[config.mk]
export PLATFORM = sky130hd
export DESIGN_NAME = dwg_queue
export DESIGN_NICKNAME = d
export VERILOG_FILES = /design/src/dwg_pkg.sv /design/src/dwg_queue.sv
export SDC_FILE = /design/constraint.sdc
export NUM_CORES = 1
export LEC_CHECK = 0
export ABC_CLOCK_PERIOD_IN_PS = 2900
export BUFFER_PORTS_ARGS = -buffer_cell sky130_fd_sc_hd__buf_2
export CELL_PAD_IN_SITES_DETAIL_PLACEMENT = 0
export CELL_PAD_IN_SITES_GLOBAL_PLACEMENT = 1
export CORE_ASPECT_RATIO = 0.5
export CORE_MARGIN = 2
export CORE_UTILIZATION = 35
export CTS_CLUSTER_DIAMETER = 30
export DETAILED_ROUTE_END_ITERATION = 16
export GPL_ROUTABILITY_DRIVEN = 0
export PLACE_DENSITY_LB_ADDON = 0.1
export SYNTH_ARGS = -nofsm -noshare
export SYNTH_HDL_FRONTEND = slang
export SYNTH_SLANG_ARGS = --single-unit
[constraint.sdc]
create_clock -name clk -period 2.9 [get_ports clk]
set_clock_uncertainty 0.05 [all_clocks]
set_input_delay 0.145 -clock clk [delete_from_list [all_inputs] [get_ports clk]]
set_output_delay 0.145 -clock clk [all_outputs]
set_load 0.05 [all_outputs]
[src/dwg_pkg.sv]
// Shared types and codes of the damped wave grid engine.
`timescale 1ns / 1ps
package dwg_pkg;

  typedef enum logic [1:0] {
    KIND_LOAD    = 2'd0,
    KIND_IMPULSE = 2'd1,
    KIND_STEP    = 2'd2,
    KIND_READ    = 2'd3
  } kind_t;

  localparam logic [1:0] CFG_NEIGHBOUR_GAIN = 2'd0;
  localparam logic [1:0] CFG_CENTRE_GAIN    = 2'd1;

  localparam logic [15:0] NEIGHBOUR_GAIN_RESET = 16'd16384;
  localparam logic [15:0] DAMPING_RESET        = 16'hFFFF;

  typedef struct packed {
    kind_t              kind;
    logic [5:0]         row;
    logic [5:0]         column;
    logic signed [15:0] impulse;
    logic [15:0]        damping_value;
  } in_item_t;

  typedef struct packed {
    logic signed [15:0] height_out;
    logic               saturated;
  } out_item_t;

  // Classified item as it waits between front and back.
  typedef struct packed {
    kind_t              kind;
    logic [5:0]         row;
    logic [5:0]         column;
    logic               in_grid;
    logic signed [15:0] impulse;
    logic [15:0]        damping_value;
  } cmd_t;

  typedef struct packed {
    logic        valid;
    logic [1:0]  index;
    logic [17:0] data;
  } cfg_wr_t;

endpackage

[src/dwg_queue.sv]
// Two-entry queue of classified items between front and back.
`timescale 1ns / 1ps
module dwg_queue (
  input  logic          clk,
  input  logic          rst,
  input  logic          push,
  input  dwg_pkg::cmd_t push_data,
  output logic          full,
  input  logic          pop,
  output dwg_pkg::cmd_t head,
  output logic          not_empty
);
  import dwg_pkg::*;

  cmd_t       slots [2];
  logic       wr_ptr;
  logic       rd_ptr;
  logic [1:0] count;
  logic       do_push;
  logic       do_pop;

  assign full      = (count == 2'd2);
  assign not_empty = (count != 2'd0);
  assign head      = slots[rd_ptr];
  assign do_push   = push && !full;
  assign do_pop    = pop && not_empty;

  always_ff @(posedge clk) begin
    if (do_push) slots[wr_ptr] <= push_data;
  end

  always_ff @(posedge clk) begin
    if (rst) begin
      wr_ptr <= 1'b0;
      rd_ptr <= 1'b0;
      count  <= 2'd0;
    end else begin
      if (do_push) wr_ptr <= !wr_ptr;
      if (do_pop) rd_ptr <= !rd_ptr;
      count <= count + 2'(do_push) - 2'(do_pop);
    end
  end

endmodule

Yosys cells after proc, flatten, opt, wreduce, memory -nomap -nowiden
Memories as Yosys holds them, arrays and structs flattened. A register that Yosys moved wholly into a read port is not among the register bits.
Index checks and enable logic that the tools add are counted.
{"block": "totals", "register_bits": 4, "output_inout_bits": 49, "mem_count": 1, "in_bits": 51, "wordCells": 17, "ramBits": 94}
{"block": "op_classes", "add_sub_neg": 2, "mux": 4, "reduce_logical": 6, "n_eq_ne": 1}
{"memory": "slots", "words": 2, "width": 47, "read_ports": 1, "rd_clocked_by_memory_dff": 1, "wr": 1, "line_no": "dwg_queue.sv:15", "text": "cmd_t slots [2];"}
{"operator": "2-to-1 mux 1 bit", "n": 4}
{"operator": "logical NOT 1 bit", "n": 3}
{"operator": "adder 2 x 1 -> 2 bit", "n": 1}
{"operator": "== test 2 bit (second input constant)", "n": 1}
{"operator": "logical AND 1 bit", "n": 2}
{"operator": "nonzero test 2 bit", "n": 1}
{"operator": "subtractor 2 x 1 -> 2 bit", "n": 1}

Logic depth before layout (Yosys ltp)
{"block": "depth", "word_depth": 5, "mapped_depth": 8, "mapped_depth_nobuf": 8}

Worst setup path before layout
OpenSTA, ideal clock, no wires.
{"block": "synth_timing", "path_type": "reg2reg", "startpoint": "register count[0]", "endpoint": "memory slots[0][0] (netlist bit) (enable)", "required_time_ns": 2.449, "synth_period_minus_slack_ns": 2.323, "n_path_buf": 0, "arrival_time_ns": 1.872, "setup_slack_ns": 0.577, "setup_time_ns": 0.401, "stages_incl_launch_ff": 5, "path_cell_list": "dfxtp_1 -> nand2b_2 -> inv_2 -> or3_1 -> inv_1"}
{"block": "synth_via", "elab_chain_len": 5}
{"item": "start, declared", "line_no": "dwg_queue.sv:18", "text": "logic [1:0] count;"}
{"item": "start signal, assigned", "line_no": "dwg_queue.sv:40", "text": "count <= count + 2'(do_push) - 2'(do_pop);"}
{"item": "== test 2 bit", "line_no": "dwg_queue.sv:22", "text": "assign full = (count == 2'd2);"}
{"item": "net full", "line_no": "dwg_queue.sv:8", "text": "output logic full,"}
{"item": "logical NOT 1 bit", "line_no": "dwg_queue.sv:25", "text": "assign do_push = push && !full;"}
{"item": "logical AND 1 bit", "line_no": "dwg_queue.sv:25"}
{"item": "2-to-1 mux 1 bit", "line_no": "dwg_queue.sv:29", "text": "if (do_push) slots[wr_ptr] <= push_data;"}
{"item": "2-to-1 mux 1 bit (implied by the code)", "line_no": "dwg_queue.sv:29"}
{"item": "end, declared", "line_no": "dwg_queue.sv:15"}
The timed path passes the listed nets, and every way through them passes these cells.

==> summary.md <==
| Metric | Value |
|---|---|
| Outcome | `complete, no violations` |
| Synth Register Bits | `99` |
| Share of synthesized area occupied by flip-flops and latches | `80.5%` |
| Num ports | `100` |
| Top cell family by delay on the critical path | `flip-flops` |
| N_diodes | `0` |
| Largest net degree at the start of global routing | `26` |
| Net count after synthesis | `225` |
| Number of rows created at floorplan | `26` |
| Clock sink count | `99` |
| CTS tree | `built` |
| Area overhead of the layout relative to synthesis | `40.9%` |
| Final critical path time including I/O delays and setup | `2.15 ns` |
| Synth Flop Type | `edfxtp_1` |
| Number of enable-type register cells in the synthesized netlist | `94` |
| Final routed wire length divided by cell count | `between 10 and 15 um` |
| Cell Chain, Critical Path | `buf_12 > mux2_1 > buf_2` |
| Max IR drop VDD | `0.000354 V` |
| Max_slew headroom | `~56%` |
| Max layer used | `met4` |
| PostCTS Resize Cnt | `0` |
| Required time reported for the critical path endpoint | `2.71 ns` |
| Post-route worst hold slack | `about 0.17 ns` |
| Worst path arrival time | `1.95 ns` |
| Number of design rule violations left after detail routing | `0` |
| Die span in x | `148 um` |
| Count of TritonRoute iterations in the first routing pass | `4` |
| Vias | `just over 2k` |
| Setup CP Type | `register to primary output` |
| Crit path buffers/inverters | `2` |
| Number of H-tree branching levels | `3` |
| Via density per instance | `4.33` |
| Final setup violation count | `0` |
| Net count, final | `381` |
| Total wire length | `6.55 mm` |
| CTS clk-pin slew, worst paths | `0.06 ns` |
| Overall global routing resource usage | `12.3%` |
| Final hold violations | `0` |
| Global-route wire length before repair | `10.4 mm` |
| GR Overflow Total | `0` |
| Critical Path End Type | `primary output` |
| Total of hold buffers inserted after clock tree synthesis | `48` |
| Netlist Area Pre-Place | `3630 um^2` |
| Remaining number of nets flagged by the antenna check after routing | `0` |
| Root buffer cell | `clkbuf_16` |
| Count of synthesis-stage warnings from yosys | `0` |
| Worst-case clock buffer depth | `2` |
| Met3 wire len | `approximately 380 um` |
| Number of distinct standard cells referenced by the synthesized netlist | `20` |
| Min-Delay Path Class | `input port to register` |
| WL met1 | `2.91 mm` |
| Pins Over Slew Limit | `0` |
| Largest stage delay on the critical path | `0.73 ns` |
| Post-CTS Setup Inserts | `0` |
| Post-synthesis area per instance | `21.1 um^2` |
| Initial antenna violation count | `0` |
| FMAX | `roughly 470 MHz` |
| Quantity of I/O buffers inserted on ports | `99` |
| Critical-path maximum fanout | `25` |
| Via count of the first global-routing pass | `2,162` |
| Layout cell share with drive strength beyond 1 | `36.9%` |
| Share of flip-flops with an asynchronous set or reset | `0%` |
| Commonest non-fill, non-tap cell in the layout | `buf_2` |
| HPWL after DPL | `between 4 and 5 mm` |
| Setup repair after global routing missed its margin | `false` |
| Share of the clock period used by the worst path after layout | `74.0%` |
| Post-synthesis cell count | `about 170` |
| Die boundary height | `around 76 um` |
| Commonest non-fill, non-tap cells in the layout | `buf_2 (99), edfxtp_1 (94), dlygate4sd3_1 (48), mux2_1 (47), clkbuf_16 (9)` |
| Clock Latency Late Sink | `0.33 ns` |
| Master of the slowest instance on the critical path | `dfxtp_2` |
| Length of routed met2 wiring | `3.19 mm` |
| Iteration-0 DRC count of the detailed router | `48` |
| Floorplan Core Area | `between 10,000 and 15,000 um^2` |
| Critical path startpoint category | `register` |
| Total die area | `11,300 um^2` |
| Power per standard cell area | `901 nW/um^2` |
| Total Neg Setup Slack | `0 ns` |
| Slew @ Worst Pin | `0.653 ns` |
| Number of maximum-capacitance violations | `0` |
| Leakage power of the design | `roughly 2 nW` |
| Starting density of the core | `35.8%` |
| Num CTS Buffers | `9` |
final timing paths:
| check | from | to | slack (ns) | cells past startpoint |
|---|---|---|---|---|
| hold reg to reg | wr_ptr$_SDFFE_PP0N_ | wr_ptr$_SDFFE_PP0N_ | 0.45 | 2 |
| setup / recovery | register | head[44] | 0.75 | 3 |
| hold / removal | push | wr_ptr$_SDFFE_PP0N_ | 0.17 | 4 |
| setup reg to reg | count[0]$_SDFF_PP0_ | slots[0][1]$_DFFE_PP_ | 0.92 | 5 |
power breakdown:
part / internal [W] / switching (W) / leakage [nW]
combinational: 0.000430 / 0.00107 / 0.885
clock: 0.000757 / 0.000493 / 0.151
sequential: 0.00178 / 0.0000869 / 0.920
total: 0.00296 / 0.00165 / 1.96
worst register-to-register path, stage by stage (launching register included):
cell,delay [ns]
dfxtp_1,0.36
nand2b_2,0.16
inv_2,0.04
or3_1,0.33
inv_2,0.45
buf_12,0.28
flip-flops by register name (all words and copies together), names as in the netlist, named ones only:
name	flops
rd_ptr	1
wr_ptr	1
slots	94
count	2
cells by family after synthesis:
group,share of synthesized area [%]
adders and majority gates,0.689
buffers and inverters,1.62
muxes,14.6
AOI/OAI and AO/OA,0.517
DFF,80.5
and+or+nand+nor,1.38
xor gates and xnor gates,0.724
routing by layer:
metal / vias up / track usage, %
met3: 5 / 5.03
met5: - / 0
met1: 1007 / 14.3
met4: 0 / 3.71
li1: 979 / -
met2: 57 / 20.8
final cells by class:
type / count / area [um^2]
clock buffers: 10 / 229
clock inverters: 6 / 88.8
fillers: 882 / 5030
inverters: 4 / 15.0
multi-input cells: 64 / 649
flip-flops and latches: 99 / 2920
well taps: 140 / 175
repair buffers: 150 / 1040
stage by stage:
| stage | std cells | total power [W] | util (%) | setup slack (ns) | area [um^2] |
|---|---|---|---|---|---|
| after global placement | 409 | 0.00335 | 42.6 | 0.929 | 4320 |
| final | 473 | 0.00461 | 50.4 | 0.754 | 5120 |
| after detailed placement | 409 | 0.00337 | 42.6 | 0.875 | 4320 |
| after floorplan | 172 | 0.00301 | - | 0.577 | 3630 |
| after global routing | 473 | 0.00482 | 50.4 | 0.633 | 5120 |
| after CTS | 473 | 0.00468 | 50.4 | 0.699 | 5120 |
Yosys cell counts (all sizes together), types with 2 or more instances:
master / number / area, um^2
xnor2: 2 / 17.5
dfxtp: 5 / 100
edfxtp: 94 / 2820
inv: 4 / 15.0
ha: 2 / 25.0
buf: 5 / 43.8
mux2: 47 / 529
nor2: 3 / 11.3
Power figures use the tool's default switching activity.
