==> config.mk <==
export PLATFORM = sky130hd
export DESIGN_NAME = dwg_front
export DESIGN_NICKNAME = d
export VERILOG_FILES = /design/src/dwg_pkg.sv /design/src/dwg_front.sv
export SDC_FILE = /design/constraint.sdc
export NUM_CORES = 1
export LEC_CHECK = 0
export BUFFER_PORTS_ARGS = -buffer_cell sky130_fd_sc_hd__buf_4
export CORE_MARGIN = 4
export CORE_UTILIZATION = 23
export DETAILED_ROUTE_END_ITERATION = 12
export PLACE_DENSITY = 0.92
export SYNTH_ARGS = -nofsm -noshare
export SYNTH_HDL_FRONTEND = slang
export SYNTH_SLANG_ARGS = --single-unit
==> constraint.sdc <==
create_clock -name vclk -period 0.8
set_input_delay 0.04 -clock vclk [all_inputs]
set_output_delay 0.04 -clock vclk [all_outputs]
set_load 0.05 [all_outputs]
==> src/dwg_pkg.sv <==
// Shared types and codes of the damped wave grid engine.
`timescale 1ns / 1ps
package dwg_pkg;

  typedef enum logic [1:0] {
    KIND_LOAD    = 2'd0,
    KIND_IMPULSE = 2'd1,
    KIND_STEP    = 2'd2,
    KIND_READ    = 2'd3
  } kind_t;

  localparam logic [1:0] CFG_NEIGHBOUR_GAIN = 2'd0;
  localparam logic [1:0] CFG_CENTRE_GAIN    = 2'd1;

  localparam logic [15:0] NEIGHBOUR_GAIN_RESET = 16'd16384;
  localparam logic [15:0] DAMPING_RESET        = 16'hFFFF;

  typedef struct packed {
    kind_t              kind;
    logic [5:0]         row;
    logic [5:0]         column;
    logic signed [15:0] impulse;
    logic [15:0]        damping_value;
  } in_item_t;

  typedef struct packed {
    logic signed [15:0] height_out;
    logic               saturated;
  } out_item_t;

  // Classified item as it waits between front and back.
  typedef struct packed {
    kind_t              kind;
    logic [5:0]         row;
    logic [5:0]         column;
    logic               in_grid;
    logic signed [15:0] impulse;
    logic [15:0]        damping_value;
  } cmd_t;

  typedef struct packed {
    logic        valid;
    logic [1:0]  index;
    logic [17:0] data;
  } cfg_wr_t;

endpackage

==> src/dwg_front.sv <==
// Front end: accepts input beats, checks the grid bounds and clamps impulse positions.
`timescale 1ns / 1ps
module dwg_front #(
  parameter int GRID_SIDE = 64
) (
  input  logic          in_valid,
  input  dwg_pkg::in_item_t in_item,
  output logic          in_stall,
  input  logic          q_full,
  input  logic          clearing,
  output logic          push,
  output dwg_pkg::cmd_t cmd
);
  import dwg_pkg::*;

  localparam int HI = GRID_SIDE - 2;

  int r_cl;
  int c_cl;

  always_comb begin
    r_cl = 32'(in_item.row);
    c_cl = 32'(in_item.column);
    if (r_cl < 1) r_cl = 1;
    if (r_cl > HI) r_cl = HI;
    if (c_cl < 1) c_cl = 1;
    if (c_cl > HI) c_cl = HI;
  end

  always_comb begin
    in_stall          = q_full || clearing;
    push              = in_valid && !in_stall;
    cmd.kind          = in_item.kind;
    cmd.impulse       = in_item.impulse;
    cmd.damping_value = in_item.damping_value;
    cmd.in_grid       = (32'(in_item.row) < GRID_SIDE) && (32'(in_item.column) < GRID_SIDE);
    if (in_item.kind == KIND_IMPULSE) begin
      cmd.row    = 6'(r_cl);
      cmd.column = 6'(c_cl);
    end else begin
      cmd.row    = in_item.row;
      cmd.column = in_item.column;
    end
  end

endmodule

Yosys cells after proc, flatten, opt, wreduce, memory -nomap -nowiden
Index checks and enable logic that the tools add are counted.
{"block": "classes", "order_cmp": 4, "n_eq_ne": 1, "n_mux": 5, "n_reduce_logical": 3}
{"cell": "$gt A32 B7 Y1 const B", "count": 2}
{"cell": "$mux W6", "count": 4}
{"cell": "$lt A6 B1 Y1 const B", "count": 2}
{"cell": "$mux W12", "count": 1}
{"cell": "$eq A2 B1 Y1 const B", "count": 1}
{"cell": "$logic_and A1 B1 Y1", "count": 1}
{"cell": "$logic_not A1 Y1", "count": 1}
{"cell": "$logic_or A1 B1 Y1", "count": 1}
{"block": "totals", "elab_cells": 13, "output_inout_bits": 49, "register_bits": 0, "input_bits": 49}

Longest topological paths before layout
Gate-level depths: netlist of run 1.
{"block": "depth", "ltp_word": 5, "depth_mapped": 3, "mapped_depth_nobuf": 3}

Worst setup path after synthesis of run 1
No wires, ideal clock.
{"block": "synth_path", "path_type": "in2out", "startpoint": "in clearing", "endpoint": "out push", "t_arrival_ns": 1.159, "slack_ns": -0.399, "path_stages": 2, "path_buffers": 0, "required_time_ns": 0.760, "cell_sequence": "or2_2 > nor2_1"}
{"block": "synth_between", "elab_chain_cells": 3}
{"element": "from (decl)", "line": "dwg_front.sv:10", "rtl": "input logic clearing,"}
{"element": "$logic_or A1 B1 Y1", "line": "dwg_front.sv:31", "rtl": "in_stall = q_full || clearing;"}
{"element": "$logic_not A1 Y1", "line": "dwg_front.sv:32", "rtl": "push = in_valid && !in_stall;"}
{"element": "$logic_and A1 B1 Y1", "line": "dwg_front.sv:32"}
{"element": "to (decl)", "line": "dwg_front.sv:11", "rtl": "output logic push,"}
Every way passes these cells.

==> Flow_metrics.wiki, run 1 <==
{| class="wikitable"
! Metric !! Value
|-
| Area share of the largest cell type after synthesis || 0.660
|-
| Net count of the finished layout || 105
|-
| Arrival time at the worst endpoint || 0.85 ns
|-
| Clk_buf instances || 0
|-
| Count of input and output buffers || 33
|-
| Fillers || 172
|-
| Most frequent standard cell in the layout excluding fill and tap cells || buf_4
|-
| Endpoint of the worst hold-timing path || cmd[11]
|-
| Width of the die || 49.6 µm
|-
| Maximum number of pins on one net before global-route repair || 4
|-
| Initial DRC Count || 0
|-
| Status || complete, but fails checks
|-
| FF/Latch Area || 0 µm²
|-
| Initial core utilization || 0.252
|-
| Number of instances on the worst hold path || 0
|-
| Source of the critical timing path || in_item[42]
|-
| Via count of the first global-routing pass || 360
|-
| Placed Cells incl. Taps || 69
|-
| Fin util || 0.317
|-
| Final cell count without fillers || 70
|-
| Number of endpoints failing setup at the final stage || 2
|-
| RSZ-0062 raised after global routing || true
|-
| DRT antenna net count || 0
|-
| HP Class || in -> out
|-
| Data required time at the worst endpoint || 0.76 ns
|-
| Minimum setup slack in the final design || -0.0928 ns
|-
| WL final || 1070 µm
|-
| Initial antenna violation count || 0
|-
| Power density normalized to cell area || 841 nW/µm²
|-
| Standard-cell row count || 14
|-
| Die Y || 49.6 µm
|-
| Number of pins exceeding their max-slew limit in the final report || 0
|-
| Area of the placeable core || 1580 µm²
|-
| Count of boundary I/O pins || 98
|-
| Total die area || 2460 µm²
|-
| Fmax || 1.12 GHz
|-
| Top post-synthesis cells by area || buf_4 (66%), clkbuf_1 (9.4%), nor4_2 (6.3%)
|-
| Number of iterations in the first detailed-routing pass || 1
|-
| Detailed-route DRC error count || 0
|-
| Number of hold buffers added after cts || 0
|-
| Slowest Stage Delay on Critical Path || 0.30 ns
|-
| Max-Cap Viols || 0
|-
| Sequential cell count || 0
|-
| Crit-path max FO || 2
|-
| Fin crit period || 0.893 ns
|-
| Total number of vias || 326
|-
| Placed wire-length estimate || 883 µm
|-
| Total Routing Usage GR || 0.0799
|-
| RePlAce Congestion || 0.621
|-
| Final hold violations || 0
|-
| Ratio of cells with drive above 1 in the final layout || 0.852
|-
| Total negative slack for setup checks || -0.168 ns
|-
| Synthesis-to-layout area growth || 25.5%
|-
| IR Drop Worst-Case VDD || 380 µV
|-
| Sequential-to-total area share from yosys stat || 0
|-
| DR WL/cell || 15.3 µm
|-
| Mean number of vias per cell || 4.66
|-
| Type of element capturing the critical path || output port
|-
| Post-Synthesis Net Count || 110
|-
| Diode insertion count for antenna repair || 0
|-
| Worst Hold Launch || in_item[11]
|-
| Commonest non-fill, non-tap cells in the layout || buf_4 (31), buf_8 (4), buf_6 (3)
|-
| Count of cell types in the netlist || 13
|-
| Leak Pwr || 0.233 nW
|-
| Final global-route overflow total || 0
|-
| Number of standard cells after synthesis || 61
|-
| Largest area contributor in the synthesized netlist || buf_4
|-
| Startpoint-to-endpoint class of the critical path || in -> out
|-
| Failing checks || setup timing
|-
| Netlist area before placement || 398 µm²
|-
| Global-route wire length before repair || 1590 µm
|-
| Startpoint type of the worst setup path || input port
|-
| Crit-path slowest cell || nor4_4
|-
| Period Utilization, post-route || 1.12
|-
| Critical path's most frequent cell || buf_8
|-
| Ordered list of cells on the worst path || buf_8 -> nor4_4 -> a21oi_2 -> o21ai_4 -> buf_8
|-
| YS warnings || 0
|-
| Average footprint of a synthesized cell || 6.52 µm²
|}
[worst max-delay path by stage]
stage	end
floorplan	push
global placement	cmd[33]
detailed placement	cmd[33]
CTS	cmd[33]
global route	cmd[33]
finish	cmd[39]
[synth_stat cells (all sizes together)]
cell     n
o21ai    4
nor4     2
or2      1
buf     35
conb     1
nor2     1
inv      1
clkbuf  10
nand2b   1
nand4    2
a21oi    2
nor2b    1
[final cells by class]
| cell class | count | area, µm² | share of cell area |
|---|---|---|---|
| repair buffers | 38 | 327 | 0.654 |
| inverters | 1 | 3.75 | 0.00752 |
| multi-input cells | 15 | 149 | 0.298 |
| well taps | 16 | 20.0 | 0.0401 |
[per-stage QoR]
stage | setup slack (ns) | total power, W | cell area [µm²] | hold slack, ns
after global routing | -0.151 | 0.000440 | 499 | 0.0801
final | -0.0928 | 0.000420 | 499 | 0.0800
after floorplan | -0.0230 | 0.000663 | 428 | 0.189
after global placement | -0.156 | 0.000374 | 425 | 0.0803
after detailed placement | -0.191 | 0.000379 | 425 | 0.0803
after CTS | -0.114 | 0.000409 | 477 | 0.0803
[power breakdown]
| group | internal (W) | total, W | switching (W) |
|---|---|---|---|
| logic | 0.000168 | 0.000420 | 0.000252 |
| registers | 0 | 0 | 0 |
| clock network | 0 | 0 | 0 |
| total | 0.000168 | 0.000420 | 0.000252 |
[cells by family after synthesis]
logic type,synth area share
and+or+nand+nor,0.151
AOI/OAI and AO/OA,0.0755
other,0.00942
buffers and inverters,0.764
[metal layers]
layer | GRT usage | up-vias | wire [µm]
met2 | 0.148 | 39 | 509
met3 | 0.0361 | 16 | 199
li1 | - | 135 | -
met4 | 0.0599 | 0 | 76
met1 | 0.0645 | 136 | 287
met5 | 0 | - | 0
[worst max-delay path: cells and delay by family]
family / cells / cell delay, ns
simple gates: 1 / 0.30
buf+inv: 2 / 0.26
compound gates: 2 / 0.25
[what timing repair did]
item                       4_1_cts  5_1_grt
resized for setup               12        4
buffers inserted                 0        1
pin swaps                        3        4
setup endpoints to repair        2        2
(Power assumes the default switching activity.)
==> inputs of run 2 (changes only) <==
Settings changed: GPL_TIMING_DRIVEN set to 0, SETUP_SLACK_MARGIN set to 0.05.
==> run 2 against run 1 <==
Effect of this change: the flow still finishes with violations (setup timing); fmax grew 3.4%; combinational power increased by 140%; global-route usage grew 4.6 points; die area stayed put; sequential cell count is the same; first-iteration DRC count unchanged; worst setup slack better by 0.030 ns; total power increased by 140%; critical endpoint is now cmd[33]; largest cell class unchanged; highest routed layer is now met3.
==> Flow_metrics.wiki, run 2 (synthesis results as in run 1) <==
{| class="wikitable"
! Metric !! Value
|-
| Fraction of power consumed by combinational cells || 1.000
|-
| Failing checks || setup timing
|-
| HP Class || in -> out
|-
| Data required time at the worst endpoint || 0.76 ns
|-
| Worst Hold Launch || in_item[30]
|-
| Net count of the finished layout || 178
|-
| DRT antenna net count || 0
|-
| Total number of vias || 568
|-
| Crit-path max FO || 3
|-
| Total Routing Usage GR || 0.126
|-
| Placed wire-length estimate || 1630 µm
|-
| Final instance area || 1010 µm²
|-
| Status || complete, but fails checks
|-
| Leak Pwr || 0.547 nW
|-
| Standard-cell row count || 14
|-
| Initial antenna violation count || 0
|-
| Minimum setup slack in the final design || -0.0632 ns
|-
| Type of element capturing the critical path || output port
|-
| Count of input and output buffers || 65
|-
| Number of pins exceeding their max-slew limit in the final report || 0
|-
| Net switching power of the design || 0.000611 W
|-
| Initial core utilization || 0.252
|-
| Source of the critical timing path || in_item[34]
|-
| Crit path max-delay family || buffers and inverters
|-
| Ordered list of cells on the worst path || buf_8 -> nor4_4 -> a21oi_2 -> o21ai_4 -> buf_6
|-
| Fmax || 1.16 GHz
|-
| Slowest Stage Delay on Critical Path || 0.27 ns
|-
| Global-route wire length before repair || 2580 µm
|-
| Arrival time at the worst endpoint || 0.82 ns
|-
| Clock network fraction of total power || 0
|-
| DR WL/cell || 12.2 µm
|-
| Maximum number of pins on one net before global-route repair || 4
|-
| Number of hold buffers added after cts || 0
|-
| Placement Cell Area || 938 µm²
|-
| Register share of total power || 0
|-
| Area of the placeable core || 1580 µm²
|-
| Number of endpoints failing setup at the final stage || 2
|-
| Ratio of cells with drive above 1 in the final layout || 0.858
|-
| Synthesis-to-layout area growth || 154%
|-
| Sequential cell count || 0
|-
| Fin crit period || 0.863 ns
|-
| IR Drop Worst-Case VDD || 551 µV
|-
| Via count of the first global-routing pass || 605
|-
| Period Utilization, post-route || 1.08
|-
| Switching part of the total || 0.617
|-
| Count of boundary I/O pins || 98
|-
| RePlAce Congestion || 0.608
|-
| Power density normalized to cell area || 978 nW/µm²
|-
| Startpoint type of the worst setup path || input port
|-
| Worst-case hold slack || 0.334 ns
|-
| Width of the die || 49.6 µm
|-
| Number of iterations in the first detailed-routing pass || 1
|-
| FF/Latch Area || 0 µm²
|-
| Commonest non-fill, non-tap cells in the layout || buf_4 (94), clkbuf_1 (10), buf_8 (4), buf_6 (3)
|-
| Crit-path slowest cell || nor4_4
|-
| Final hold violations || 0
|-
| Fin util || 0.642
|-
| Die Y || 49.6 µm
|-
| Logic depth of the worst setup path including buffers || 5
|-
| Max-Cap Viols || 0
|-
| Mean number of vias per cell || 3.97
|-
| Total negative slack for setup checks || -0.111 ns
|-
| WL final || 1740 µm
|-
| Total die area || 2460 µm²
|-
| Final global-route overflow total || 0
|-
| Startpoint-to-endpoint class of the critical path || in -> out
|-
| Buffers and inverters on the worst path || 2
|-
| Initial DRC Count || 0
|-
| Most frequent standard cell in the layout excluding fill and tap cells || buf_4
|-
| Diode insertion count for antenna repair || 0
|-
| Detailed-route DRC error count || 0
|-
| Number of instances on the worst hold path || 2
|-
| Cell Int Power || 0.000379 W
|-
| RSZ-0062 raised after global routing || true
|-
| Clk_buf instances || 0
|}
-- run 2: changes by cell type in the layout (fill, tap and decap cells not counted) --
cell / previous run / this run
or2_2: 1 / 0
or2_4: 0 / 1
o21ai_0: 1 / 0
clkbuf_1: 0 / 10
o21ai_1: 1 / 2
buf_4: 31 / 94
-- run 2: power by group through the flow --
stage / Clock, W / Combinational [W] / Sequential (W)
global route: 0 / 0.00103 / 0
finish: 0 / 0.000990 / 0
global placement: 0 / 0.000942 / 0
CTS: 0 / 0.000985 / 0
detailed placement: 0 / 0.000952 / 0
floorplan: 0 / 0.000665 / 0
-- run 2: final cells by class --
type                       count  area [µm²]
tap                           16        20.0
buffer                        45         300
timing repair buffer          66         537
inverter                       1        3.75
fill                         134         564
multi-input combinational     15         151
-- run 2: path summary, 6_finish.rpt --
kind / end / slack (ns)
worst max-delay path: cmd[33] / -0.06
worst min-delay path: cmd[30] / 0.33
-- run 2: stage by stage --
| stage | cells | setup slack (ns) | power, W |
|---|---|---|---|
| 2_1_floorplan | 61 | 0.0283 | 0.000665 |
| 3_5_place_dp | 142 | -0.173 | 0.000952 |
| 4_1_cts | 143 | -0.0981 | 0.000985 |
| 5_1_grt | 143 | -0.124 | 0.00103 |
| 6_report | 143 | -0.0632 | 0.000990 |
| 3_3_place_gp | 142 | -0.135 | 0.000942 |
-- run 2: per-layer routing --
layer  up-vias  wire length [µm]  GRT usage
met1       226               440      0.115
met2        61               948      0.264
li1        281                 -          -
met4         0                 0          0
met3         0               349     0.0542
met5         -                 0          0
-- run 2: timing repair --
action                                 CTS  global route
setup buffers                            1             0
endpoints found under the hold margin    0             0
pin swaps                                3             3
setup endpoints to repair                2             2
resized for setup                       12             5
